===== config.mk =====
export PLATFORM = sky130hd
export DESIGN_NAME = bounding_box_extents
export DESIGN_NICKNAME = d
export VERILOG_FILES = /design/src/hdl/bbe_pkg.sv /design/src/hdl/bbe_div.sv /design/src/hdl/bbe_dp.sv /design/src/hdl/bbe_ctrl.sv /design/src/hdl/bounding_box_extents.sv
export SDC_FILE = /design/constraint.sdc
export NUM_CORES = 2
export LEC_CHECK = 0
export ABC_AREA = 1
export BUFFER_PORTS_ARGS = -buffer_cell sky130_fd_sc_hd__buf_4
export CORE_UTILIZATION = 25
export CTS_BUF_LIST = sky130_fd_sc_hd__clkbuf_4 sky130_fd_sc_hd__clkbuf_8
export CTS_CLUSTER_SIZE = 30
export DETAILED_ROUTE_END_ITERATION = 6
export SYNTH_ARGS = -nofsm -noshare
export SYNTH_HDL_FRONTEND = slang
export SYNTH_SLANG_ARGS = --single-unit

===== constraint.sdc =====
create_clock -name clock -period 9.8 [get_ports clock]
set_clock_uncertainty 0.15 [all_clocks]
set_input_delay 0.98 -clock clock [delete_from_list [all_inputs] [get_ports clock]]
set_output_delay 0.98 -clock clock [all_outputs]
set_load 0.005 [all_outputs]

===== src/hdl/bbe_pkg.sv =====
// ----------------------------------------------------------------------------
// Bounding box extents package
// Shared widths, result kinds, controller states and the command and status
// bundles between controller and datapath.
// ----------------------------------------------------------------------------
package bbe_pkg;

   localparam int COORD_BITS_DEF = 32;
   localparam int PORT_BITS      = 32;
   localparam int DIFF_BITS      = PORT_BITS + 1;
   localparam int EXT_BITS       = 31;
   localparam int QUO_BITS       = 33;
   localparam int DIV_STEPS      = 33;
   localparam int STEP_BITS      = $clog2(DIV_STEPS);
   localparam int AXES           = 3;
   localparam int POINTS         = 6;
   localparam int PT_BITS        = $clog2(POINTS);
   localparam int KIND_BITS      = 4;

   localparam logic [EXT_BITS-1:0] EXT_SAT = '1;

   typedef enum logic [KIND_BITS-1:0] {
      KIND_MIN_CORNER,
      KIND_MAX_CORNER,
      KIND_EXTENTS,
      KIND_MIN_X_POINT,
      KIND_MAX_X_POINT,
      KIND_MIN_Y_POINT,
      KIND_MAX_Y_POINT,
      KIND_MIN_Z_POINT,
      KIND_MAX_Z_POINT,
      KIND_SUMMARY
   } kind_type;

   typedef enum logic [2:0] {
      ST_ACCUM,
      ST_EXTENT,
      ST_RANGE,
      ST_START,
      ST_DIVIDE,
      ST_EMIT
   } ctrl_state_type;

   typedef struct packed {
      logic     take;
      logic     close;
      logic     calc_ext;
      logic     calc_big;
      logic     div_start;
      kind_type kind;
   } dp_cmd_type;

   typedef struct packed {
      logic div_busy;
   } dp_stat_type;

endpackage


===== src/hdl/bbe_div.sv =====
// ----------------------------------------------------------------------------
// Bounding box reciprocal divider
// Restoring divider, one quotient bit per cycle, giving floor(2^32 / divisor)
// saturated to 31 bits. A zero divisor saturates as well.
// ----------------------------------------------------------------------------
module bbe_div
   import bbe_pkg::*;
(
   input  logic                clock,
   input  logic                reset,
   input  logic                start,
   input  logic [EXT_BITS-1:0] divisor,
   output logic                busy,
   output logic [EXT_BITS-1:0] quotient
);

   logic                 busy_ff, busy_in;
   logic [STEP_BITS-1:0] cnt_ff, cnt_in;
   logic [EXT_BITS-1:0]  rem_ff, rem_in;
   logic [QUO_BITS-1:0]  quo_ff, quo_in;
   logic [EXT_BITS:0]    trial;
   logic                 fits;

   always_comb begin
      trial   = {rem_ff, (cnt_ff == '0)};
      fits    = trial >= {1'b0, divisor};
      busy_in = busy_ff;
      cnt_in  = cnt_ff;
      rem_in  = rem_ff;
      quo_in  = quo_ff;
      if (start) begin
         busy_in = 1'b1;
         cnt_in  = '0;
         rem_in  = '0;
      end else if (busy_ff) begin
         rem_in = fits ? EXT_BITS'(trial - {1'b0, divisor}) : trial[EXT_BITS-1:0];
         quo_in = {quo_ff[QUO_BITS-2:0], fits};
         cnt_in = cnt_ff + 1'b1;
         if (cnt_ff == STEP_BITS'(DIV_STEPS - 1)) begin
            busy_in = 1'b0;
         end
      end
   end

   always_ff @(posedge clock) begin
      if (reset) begin
         busy_ff <= 1'b0;
      end else begin
         busy_ff <= busy_in;
      end
   end

   always_ff @(posedge clock) begin
      cnt_ff <= cnt_in;
      rem_ff <= rem_in;
      quo_ff <= quo_in;
   end

   assign busy     = busy_ff;
   assign quotient = (|quo_ff[QUO_BITS-1:EXT_BITS]) ? EXT_SAT : quo_ff[EXT_BITS-1:0];

endmodule


===== src/hdl/bbe_dp.sv =====
// ----------------------------------------------------------------------------
// Bounding box datapath
// Running per-axis minimum and maximum, the six extreme points, saturated
// extents, largest extent, reciprocal and the result selection.
// ----------------------------------------------------------------------------
module bbe_dp
   import bbe_pkg::*;
#(
   parameter int COORD_BITS = COORD_BITS_DEF
)
(
   input  logic                        clock,
   input  logic                        reset,
   input  dp_cmd_type                  cmd,
   output dp_stat_type                 stat,
   input  logic signed [PORT_BITS-1:0] req_vx,
   input  logic signed [PORT_BITS-1:0] req_vy,
   input  logic signed [PORT_BITS-1:0] req_vz,
   output logic [KIND_BITS-1:0]        rsp_kind,
   output logic signed [PORT_BITS-1:0] rsp_px,
   output logic signed [PORT_BITS-1:0] rsp_py,
   output logic signed [PORT_BITS-1:0] rsp_pz,
   output logic [EXT_BITS-1:0]         rsp_max_extent,
   output logic [EXT_BITS-1:0]         rsp_unit_scale,
   output logic                        rsp_zero_extent,
   output logic                        rsp_final_res
);

   localparam int CW = (COORD_BITS > PORT_BITS) ? PORT_BITS : COORD_BITS;

   logic signed [CW-1:0]  vtx [AXES];
   logic signed [CW-1:0]  min_ff [AXES], min_in [AXES];
   logic signed [CW-1:0]  max_ff [AXES], max_in [AXES];
   logic signed [CW-1:0]  pts_ff [POINTS][AXES], pts_in [POINTS][AXES];
   logic [EXT_BITS-1:0]   ext_ff [AXES], ext_in [AXES];
   logic [DIFF_BITS-1:0]  diff [AXES];
   logic [EXT_BITS-1:0]   big_ff, big_in;
   logic                  first_ff, first_in;
   logic [EXT_BITS-1:0]   scale;
   logic                  div_busy;
   logic [PT_BITS-1:0]    pt_sel;

   assign vtx[0] = req_vx[CW-1:0];
   assign vtx[1] = req_vy[CW-1:0];
   assign vtx[2] = req_vz[CW-1:0];

   always_comb begin
      min_in   = min_ff;
      max_in   = max_ff;
      pts_in   = pts_ff;
      first_in = first_ff;
      if (cmd.take) begin
         first_in = cmd.close;
         if (first_ff) begin
            min_in = vtx;
            max_in = vtx;
            for (int k = 0; k < POINTS; k++) begin
               pts_in[k] = vtx;
            end
         end else begin
            for (int a = 0; a < AXES; a++) begin
               if (vtx[a] < min_ff[a]) begin
                  min_in[a]     = vtx[a];
                  pts_in[2*a]   = vtx;
               end
               if (vtx[a] > max_ff[a]) begin
                  max_in[a]     = vtx[a];
                  pts_in[2*a+1] = vtx;
               end
            end
         end
      end
   end

   always_comb begin
      ext_in = ext_ff;
      for (int a = 0; a < AXES; a++) begin
         diff[a] = DIFF_BITS'(max_ff[a]) - DIFF_BITS'(min_ff[a]);
         if (cmd.calc_ext) begin
            ext_in[a] = (|diff[a][DIFF_BITS-1:EXT_BITS]) ? EXT_SAT : diff[a][EXT_BITS-1:0];
         end
      end
   end

   always_comb begin
      big_in = big_ff;
      if (cmd.calc_big) begin
         big_in = ext_ff[0];
         if (big_in < ext_ff[1]) begin
            big_in = ext_ff[1];
         end
         if (big_in < ext_ff[2]) begin
            big_in = ext_ff[2];
         end
      end
   end

   always_ff @(posedge clock) begin
      if (reset) begin
         first_ff <= 1'b1;
      end else begin
         first_ff <= first_in;
      end
   end

   always_ff @(posedge clock) begin
      min_ff <= min_in;
      max_ff <= max_in;
      pts_ff <= pts_in;
      ext_ff <= ext_in;
      big_ff <= big_in;
   end

   bbe_div u_div (
      .clock    (clock),
      .reset    (reset),
      .start    (cmd.div_start),
      .divisor  (big_ff),
      .busy     (div_busy),
      .quotient (scale)
   );

   assign stat.div_busy = div_busy;

   always_comb begin
      pt_sel = PT_BITS'(cmd.kind - KIND_MIN_X_POINT);
      case (cmd.kind)
         KIND_MIN_CORNER: begin
            rsp_px = PORT_BITS'(min_ff[0]);
            rsp_py = PORT_BITS'(min_ff[1]);
            rsp_pz = PORT_BITS'(min_ff[2]);
         end
         KIND_MAX_CORNER: begin
            rsp_px = PORT_BITS'(max_ff[0]);
            rsp_py = PORT_BITS'(max_ff[1]);
            rsp_pz = PORT_BITS'(max_ff[2]);
         end
         KIND_EXTENTS: begin
            rsp_px = PORT_BITS'(ext_ff[0]);
            rsp_py = PORT_BITS'(ext_ff[1]);
            rsp_pz = PORT_BITS'(ext_ff[2]);
         end
         KIND_MIN_X_POINT, KIND_MAX_X_POINT, KIND_MIN_Y_POINT,
         KIND_MAX_Y_POINT, KIND_MIN_Z_POINT, KIND_MAX_Z_POINT: begin
            rsp_px = PORT_BITS'(pts_ff[pt_sel][0]);
            rsp_py = PORT_BITS'(pts_ff[pt_sel][1]);
            rsp_pz = PORT_BITS'(pts_ff[pt_sel][2]);
         end
         default: begin
            rsp_px = '0;
            rsp_py = '0;
            rsp_pz = '0;
         end
      endcase
   end

   assign rsp_kind        = cmd.kind;
   assign rsp_max_extent  = big_ff;
   assign rsp_unit_scale  = scale;
   assign rsp_zero_extent = (big_ff == '0);
   assign rsp_final_res   = (cmd.kind == KIND_SUMMARY);

endmodule


===== src/hdl/bbe_ctrl.sv =====
// ----------------------------------------------------------------------------
// Bounding box controller
// Sequences accumulation, extent and reciprocal steps and the ten results.
// ----------------------------------------------------------------------------
module bbe_ctrl
   import bbe_pkg::*;
(
   input  logic        clock,
   input  logic        reset,
   input  logic        req_valid,
   input  logic        req_last,
   output logic        req_ready,
   output logic        rsp_valid,
   input  logic        rsp_ready,
   output dp_cmd_type  cmd,
   input  dp_stat_type stat
);

   ctrl_state_type state_ff, state_in;
   kind_type       kind_ff, kind_in;

   always_ff @(posedge clock) begin
      if (reset) begin
         state_ff <= ST_ACCUM;
         kind_ff  <= KIND_MIN_CORNER;
      end else begin
         state_ff <= state_in;
         kind_ff  <= kind_in;
      end
   end

   always_comb begin
      state_in      = state_ff;
      kind_in       = kind_ff;
      req_ready     = 1'b0;
      rsp_valid     = 1'b0;
      cmd.take      = 1'b0;
      cmd.close     = 1'b0;
      cmd.calc_ext  = 1'b0;
      cmd.calc_big  = 1'b0;
      cmd.div_start = 1'b0;
      cmd.kind      = kind_ff;
      case (state_ff)
         ST_ACCUM: begin
            req_ready = 1'b1;
            kind_in   = KIND_MIN_CORNER;
            if (req_valid) begin
               cmd.take  = 1'b1;
               cmd.close = req_last;
               if (req_last) begin
                  state_in = ST_EXTENT;
               end
            end
         end
         ST_EXTENT: begin
            cmd.calc_ext = 1'b1;
            state_in     = ST_RANGE;
         end
         ST_RANGE: begin
            cmd.calc_big = 1'b1;
            state_in     = ST_START;
         end
         ST_START: begin
            cmd.div_start = 1'b1;
            state_in      = ST_DIVIDE;
         end
         ST_DIVIDE: begin
            if (!stat.div_busy) begin
               state_in = ST_EMIT;
            end
         end
         ST_EMIT: begin
            rsp_valid = 1'b1;
            if (rsp_ready) begin
               if (kind_ff == KIND_SUMMARY) begin
                  state_in = ST_ACCUM;
               end else begin
                  kind_in = kind_type'(kind_ff + 1'b1);
               end
            end
         end
         default: begin
            state_in = ST_ACCUM;
         end
      endcase
   end

endmodule


===== src/hdl/bounding_box_extents.sv =====
// ----------------------------------------------------------------------------
// Bounding box extents
// Axis-aligned bounding box of a Q16.16 vertex stream with extreme points,
// extents and unit-box scale.
// ----------------------------------------------------------------------------
// Vertices are taken one per cycle while the block accumulates. A vertex
// with req_last set closes the mesh: the block then forms the saturated
// extents, picks the largest, starts the reciprocal and waits for the
// bit-serial reciprocal divider to finish; the ten results then leave at
// one per cycle while rsp_ready is high.
// No vertex is taken from the last vertex until the tenth result is gone.
// Only the low COORD_BITS bits of each coordinate (at most 32) are used.
module bounding_box_extents
   import bbe_pkg::*;
#(
   parameter int COORD_BITS = COORD_BITS_DEF
)
(
   input  logic                        clock,
   input  logic                        reset,
   input  logic                        req_valid,
   output logic                        req_ready,
   input  logic signed [PORT_BITS-1:0] req_vx,
   input  logic signed [PORT_BITS-1:0] req_vy,
   input  logic signed [PORT_BITS-1:0] req_vz,
   input  logic                        req_last,
   output logic                        rsp_valid,
   input  logic                        rsp_ready,
   output logic [KIND_BITS-1:0]        rsp_kind,
   output logic signed [PORT_BITS-1:0] rsp_px,
   output logic signed [PORT_BITS-1:0] rsp_py,
   output logic signed [PORT_BITS-1:0] rsp_pz,
   output logic [EXT_BITS-1:0]         rsp_max_extent,
   output logic [EXT_BITS-1:0]         rsp_unit_scale,
   output logic                        rsp_zero_extent,
   output logic                        rsp_final_res
);

   dp_cmd_type  cmd;
   dp_stat_type stat;

   bbe_ctrl u_ctrl (
      .clock     (clock),
      .reset     (reset),
      .req_valid (req_valid),
      .req_last  (req_last),
      .req_ready (req_ready),
      .rsp_valid (rsp_valid),
      .rsp_ready (rsp_ready),
      .cmd       (cmd),
      .stat      (stat)
   );

   bbe_dp #(
      .COORD_BITS (COORD_BITS)
   ) u_dp (
      .clock           (clock),
      .reset           (reset),
      .cmd             (cmd),
      .stat            (stat),
      .req_vx          (req_vx),
      .req_vy          (req_vy),
      .req_vz          (req_vz),
      .rsp_kind        (rsp_kind),
      .rsp_px          (rsp_px),
      .rsp_py          (rsp_py),
      .rsp_pz          (rsp_pz),
      .rsp_max_extent  (rsp_max_extent),
      .rsp_unit_scale  (rsp_unit_scale),
      .rsp_zero_extent (rsp_zero_extent),
      .rsp_final_res   (rsp_final_res)
   );

endmodule

# Yosys cells after proc, flatten, opt, wreduce, memory -nomap -nowiden
# Cells that the tools add are included.
[op_classes]
magnitude_cmp = 10
mux = 45
bitwise_logic = 2
reduce_logical = 25
n_eq_ne = 21
n_addsub = 7
[op_table]
columns = ["op", "n"]
rows = [
  ["$mux 96", 10],
  ["$mux 576", 1],
  ["$pmux 32 s4", 3],
  ["$bmux 96 s3", 1],
  ["$mux 32", 6],
  ["$mux 31", 5],
  ["$sub 32x32->33", 3],
  ["$gt 32x32->1", 3],
  ["$lt 32x32->1", 3],
  ["$lt 31x31->1", 2],
  ["$ge 32x31->1", 1],
  ["$logic_not 31->1", 1],
  ["$sub 31x31->31", 1],
  ["$pmux 3 s6", 1],
  ["$eq 4x3->1 const B", 4],
  ["$mux 3", 5],
  ["$reduce_and 2->1", 7],
  ["$reduce_bool 2->1", 7],
  ["$ne 2x2->1 const B", 6],
  ["$eq 4x2->1 const B", 2],
  ["$eq 4x4->1 const B", 2],
  ["$mux 1", 8],
  ["$mux 4", 2],
  ["$pmux 4 s2", 1],
  ["19 further kinds", 25],
]
[totals]
out_inout_bits = 166
reg_bits = 971
word_cells = 145
inputBits = 101

# Depth between registers and ports, before layout
[depth]
depth_word = 6
depth_mapped = 29
depth_no_buf = 27

# Modules after synthesis
# From an unflattened synthesis, not the netlist that was laid out.
[unflattened]
cells_unflattened = 5256
hier_area_um2 = 47295.4
[by_module_without_submodules]
columns = ["mod", "cells_each", "area_per_inst_um2", "seq_area_each_um2", "instances"]
rows = [
  ["bbe_dp", 4247, 40953.0, 21040.2, 1],
  ["bbe_div", 928, 5834.3, 1751.7, 1],
  ["bbe_ctrl", 81, 508.0, 140.1, 1],
]

# Worst setup path before layout
# Ideal clock, no wire load.
[synth_timing]
path_type = "input to register"
startpoint = "input req_vy[31]"
endpoint = "register u_dp.pts_ff[192] (netlist bit) (enable)"
path_buffers = 0
setup_slack_ns = 2.181
arrival_time_ns = 6.887
cell_stages = 9
t_required_ns = 9.068
setup_ns = 0.582
path_cell_list = "ha_1 > nand4_1 > nor3_1 > nor4b_1 > o31ai_1 > nand2_1 > xnor2_1 > nand2_1 > a21oi_1"
[synth_via]
elab_chain_len = 3
[synth_rtl]
columns = ["item", "line", "text"]
rows = [
  ["start, declared", "bounding_box_extents.sv:24", "input logic signed [PORT_BITS-1:0] req_vy,"],
  ["$gt 32x32->1", "bbe_dp.sv:66", "if (vtx[a] > max_ff[a]) begin"],
  ["$reduce_bool 2->1 (no line)", "n/a", ""],
  ["$reduce_and 2->1 (no line)", "n/a", ""],
  ["end signal, assigned", "bbe_dp.sv:109", "pts_ff <= pts_in;"],
  ["end, declared", "bbe_dp.sv:34", "logic signed [CW-1:0] pts_ff [POINTS][AXES], pts_in [POINTS][AXES];"],
]
# No other way between the ends.
# A chain may end at the register's enable or synchronous reset.

# Worst setup path after layout
[layout_timing]
startpoint = "register u_ctrl.kind_ff[0]"
endpoint = "output rsp_px[19]"
[layout_via]
elab_chain_len = 6
elab_cells_between_ends = 16
cone_classes = "1 x add/sub; 8 x eq/ne; 4 x mux; 1 x bitwise; 2 x reduce/logical"
[layout_rtl]
columns = ["item", "line", "text"]
rows = [
  ["start, declared", "bbe_ctrl.sv:20", "kind_type kind_ff, kind_in;"],
  ["start signal, assigned", "bbe_ctrl.sv:28", "kind_ff <= kind_in;"],
  ["$sub 3x2->3", "bbe_dp.sv:126", "pt_sel = PT_BITS'(cmd.kind - KIND_MIN_X_POINT);"],
  ["$not 3->4 (not written as such)", "bbe_dp.sv:145", "rsp_px = PORT_BITS'(pts_ff[pt_sel][0]);"],
  ["$bmux 96 s3", "bbe_dp.sv:145", ""],
  ["$mux 96 (not written as such) (2 in a row)", "bbe_dp.sv:145", ""],
  ["$pmux 32 s4 *", "bbe_dp.sv:127", "case (cmd.kind)"],
  ["end, declared", "bounding_box_extents.sv:30", "output logic signed [PORT_BITS-1:0] rsp_px,"],
]
# Every way passes the cells marked *; elsewhere a longest branch is shown, timed or not. The select of a mux whose other input is x is not followed.

==> flow_summary.ini <==
[status]
outcome = completed

[clocking]
cts_buffers = 144
post_cts_buffers = 0
htree_num_levels = 4
clkSinkCount = 779
clk_latency_ns = 0.93
clk_pin_slew_ns = 0.06
cts_tree = built
cts_root_buf = clkbuf_8
clockBufferDepth = 3
cts_hold_buf = 0
cts.repair.resized = 0

[power_and_ir_drop]
ir_worst_vdd_v = 0.000206
clockPowerShare_pct = 17.5
p_leak_uw = 0.0213
p_int_uw = 10200
power.switching_uw = 8870
p_per_area_mw_per_mm2 = 354
p_sw_share_pct = 46.6
seqPwrFrac_pct = 30.7
p_comb_share_pct = 51.8

[detailed_routing]
vias = 37900
drt_wl_total_um = 163000
wl_per_cell_um = 20.9
drt_iter0_drc = 3295
drcViolationCount = 0
firstDrtPassIters = 6
vias_per_cell = 4.85
antenna_left = 0

[final_layout]
final_cell_mix = nand2_1, edfxtp_1, inv_1
area_growth_syn_to_layout_pct = 16.7
final_common_cell = nand2_1
fin_area_mm2 = 0.0538
layout-drive-gt1-share_pct = 11.7
nNetsFinal = 5715

[synthesis]
syn_area_mm2 = 0.0461
synth_cell_type_count = 56
postSynthAreaPerCell_um2 = 9.26
ys_seq_elements = 779
ys_warn_count = 0
synth-seq-area-share_pct = 49.7
synthCells = 4980
synth_edf_count = 733
ys_async_sr_fraction_pct = 0
synthFlopType = edfxtp_1
synthesis.nets = 5467

[grt]
overflow = 0
grtUsageTotal_pct = 17.1
grt_pass1_vias = 36900
grt_pass1_wl_um = 239000
grt_start_max_net_pins = 117
antenna_found_initial = 13

[placement]
gp_congestion = 0.912
port_buffers = 266
pre_cts_ws_ns = 4.01
dp_hpwl_um = 118000
place_area_mm2 = 0.0508

[critical_path]
end_kind = output pin
cp_max_fo = 90
critPathKind = reg -> out
worstPathRequired_ns = 8.67
start_kind = flop
crit_arrival_ns = 5.29
reg2reg_from = u_dp.ext_ff[55]
cp-startpoint = u_ctrl.kind_ff[0]

[sta]
drv_slew = 0
setup_viol = 0
period_needed_ns = 6.42
rsz0062_at_grt = false
hold_viol_final = 0
slew_headroom_pct = 27.3
finalWorstSetupSlack_ns = 3.38
max_freq_mhz = 156
fin_crit_sh_pct = 65.5
final.setup.tns_ns = 0
worst_pin_slew_ns = 1.09

[die]
core_mm2 = 0.183
row_count = 157
start_util_pct = 25.2
die-height_um = 431
die_area_mm2 = 0.186
die_x_um = 431
ios = 267

[min_path]
holdCritStartpoint = req_vy[1]
hold_path.class = in -> reg

[run]
drv_cap = 0
## registers in the layout, summed over array words and instances (netlist names)
register and flops:
u_ctrl.state_ff 3, u_dp.pts_ff 544, u_dp.rsp_max_extent 31, u_dp.first_ff 1
u_dp.u_div.rem_ff 31, u_dp.ext_ff 93, u_dp.u_div.busy 1, u_ctrl.kind_ff 4
u_dp.min_ff 32, u_dp.u_div.cnt_ff 6, u_dp.u_div.quo_ff 33
## area by class of cell
type / instances / area (µm²)
multi-input combinational: 3466 / 20400
inverter: 525 / 1980
tap: 2464 / 3080
antenna: 7 / 17.5
fill: 19300 / 129000
sequential: 779 / 22900
clock buffer: 182 / 2300
clock inverter: 80 / 691
timing repair buffer: 312 / 2380
## metal layers
layer,wire (µm),GRT usage [%],up-vias
met5,84,0,-
met3,8800,2.86,332
met2,79900,29.5,1234
met1,66100,20.5,18200
li1,-,-,18100
met4,8090,8.55,14
## kinds of logic after synthesis
group	after synthesis	share of synthesized area (%)
and+or+nand+nor	1865	17.0
adders and majority gates	386	10.5
AOI/OAI and AO/OA	1108	14.4
xor gates and xnor gates	107	2.03
buffers and inverters	735	6.31
DFF	779	49.7
## metrics by stage
stage / hold WS [ns] / total power (µW) / util (%) / cells
after global routing: 0.108 / 20400 / 29.4 / 7813
after detailed placement: 0.285 / 15800 / 27.7 / 7546
after CTS: 0.0446 / 19200 / 29.4 / 7808
after global placement: 0.285 / 15700 / 27.7 / 7546
after floorplan: 0.276 / 12100 / - / 4980
final: 0.147 / 19100 / 29.4 / 7815
## synthesized netlist by cell type (36+ instances only)
cell type / number / area share, %
xnor2_1: 52 / 0.99
xor2_1: 55 / 1.0
dfxtp_1: 46 / 2.0
edfxtp_1: 733 / 48
clkbuf_1: 146 / 1.2
o21ai_0: 278 / 3.0
buf_2: 38 / 0.41
nand2_1: 1126 / 9.2
nand3_1: 326 / 3.5
o21ai_1: 43 / 0.47
o31ai_1: 36 / 0.59
nor2_1: 255 / 2.1
a21oi_1: 418 / 4.5
nand4_1: 41 / 0.56
a31oi_1: 43 / 0.58
inv_1: 518 / 4.2
ha_1: 382 / 10
o2111ai_1: 115 / 2.2
## critical path: stages (launching register included)
cell,delay (ns)
dfxtp_4,0.73
inv_6,0.36
ha_4,0.71
buf_4,0.56
buf_4,0.77
nand3_1,0.16
o21ai_0,0.12
nand2_1,0.07
nand3_1,0.11
o2111ai_1,0.24
buf_4,0.24
## power groups by stage
stage | Clock (µW) | Sequential [µW] | Combinational [µW]
after global routing | 3540 | 5950 | 10900
after detailed placement | 0 | 5930 | 9890
after CTS | 3410 | 5870 | 9930
after global placement | 0 | 5910 | 9750
final | 3340 | 5850 | 9860
after floorplan | 0 | 5690 | 6360
## path summary, 6_finish.rpt
kind	slack (ns)	end	cells after the start
max reg2reg	4.45	u_dp.rsp_max_extent[9]	20
min	0.15	u_dp.pts_ff[225]	1
min reg2reg	0.30	u_dp.u_div.quo_ff[16]	0
max	3.38	rsp_px[19]	10
Note: power is estimated with default switching activity, not from simulation.
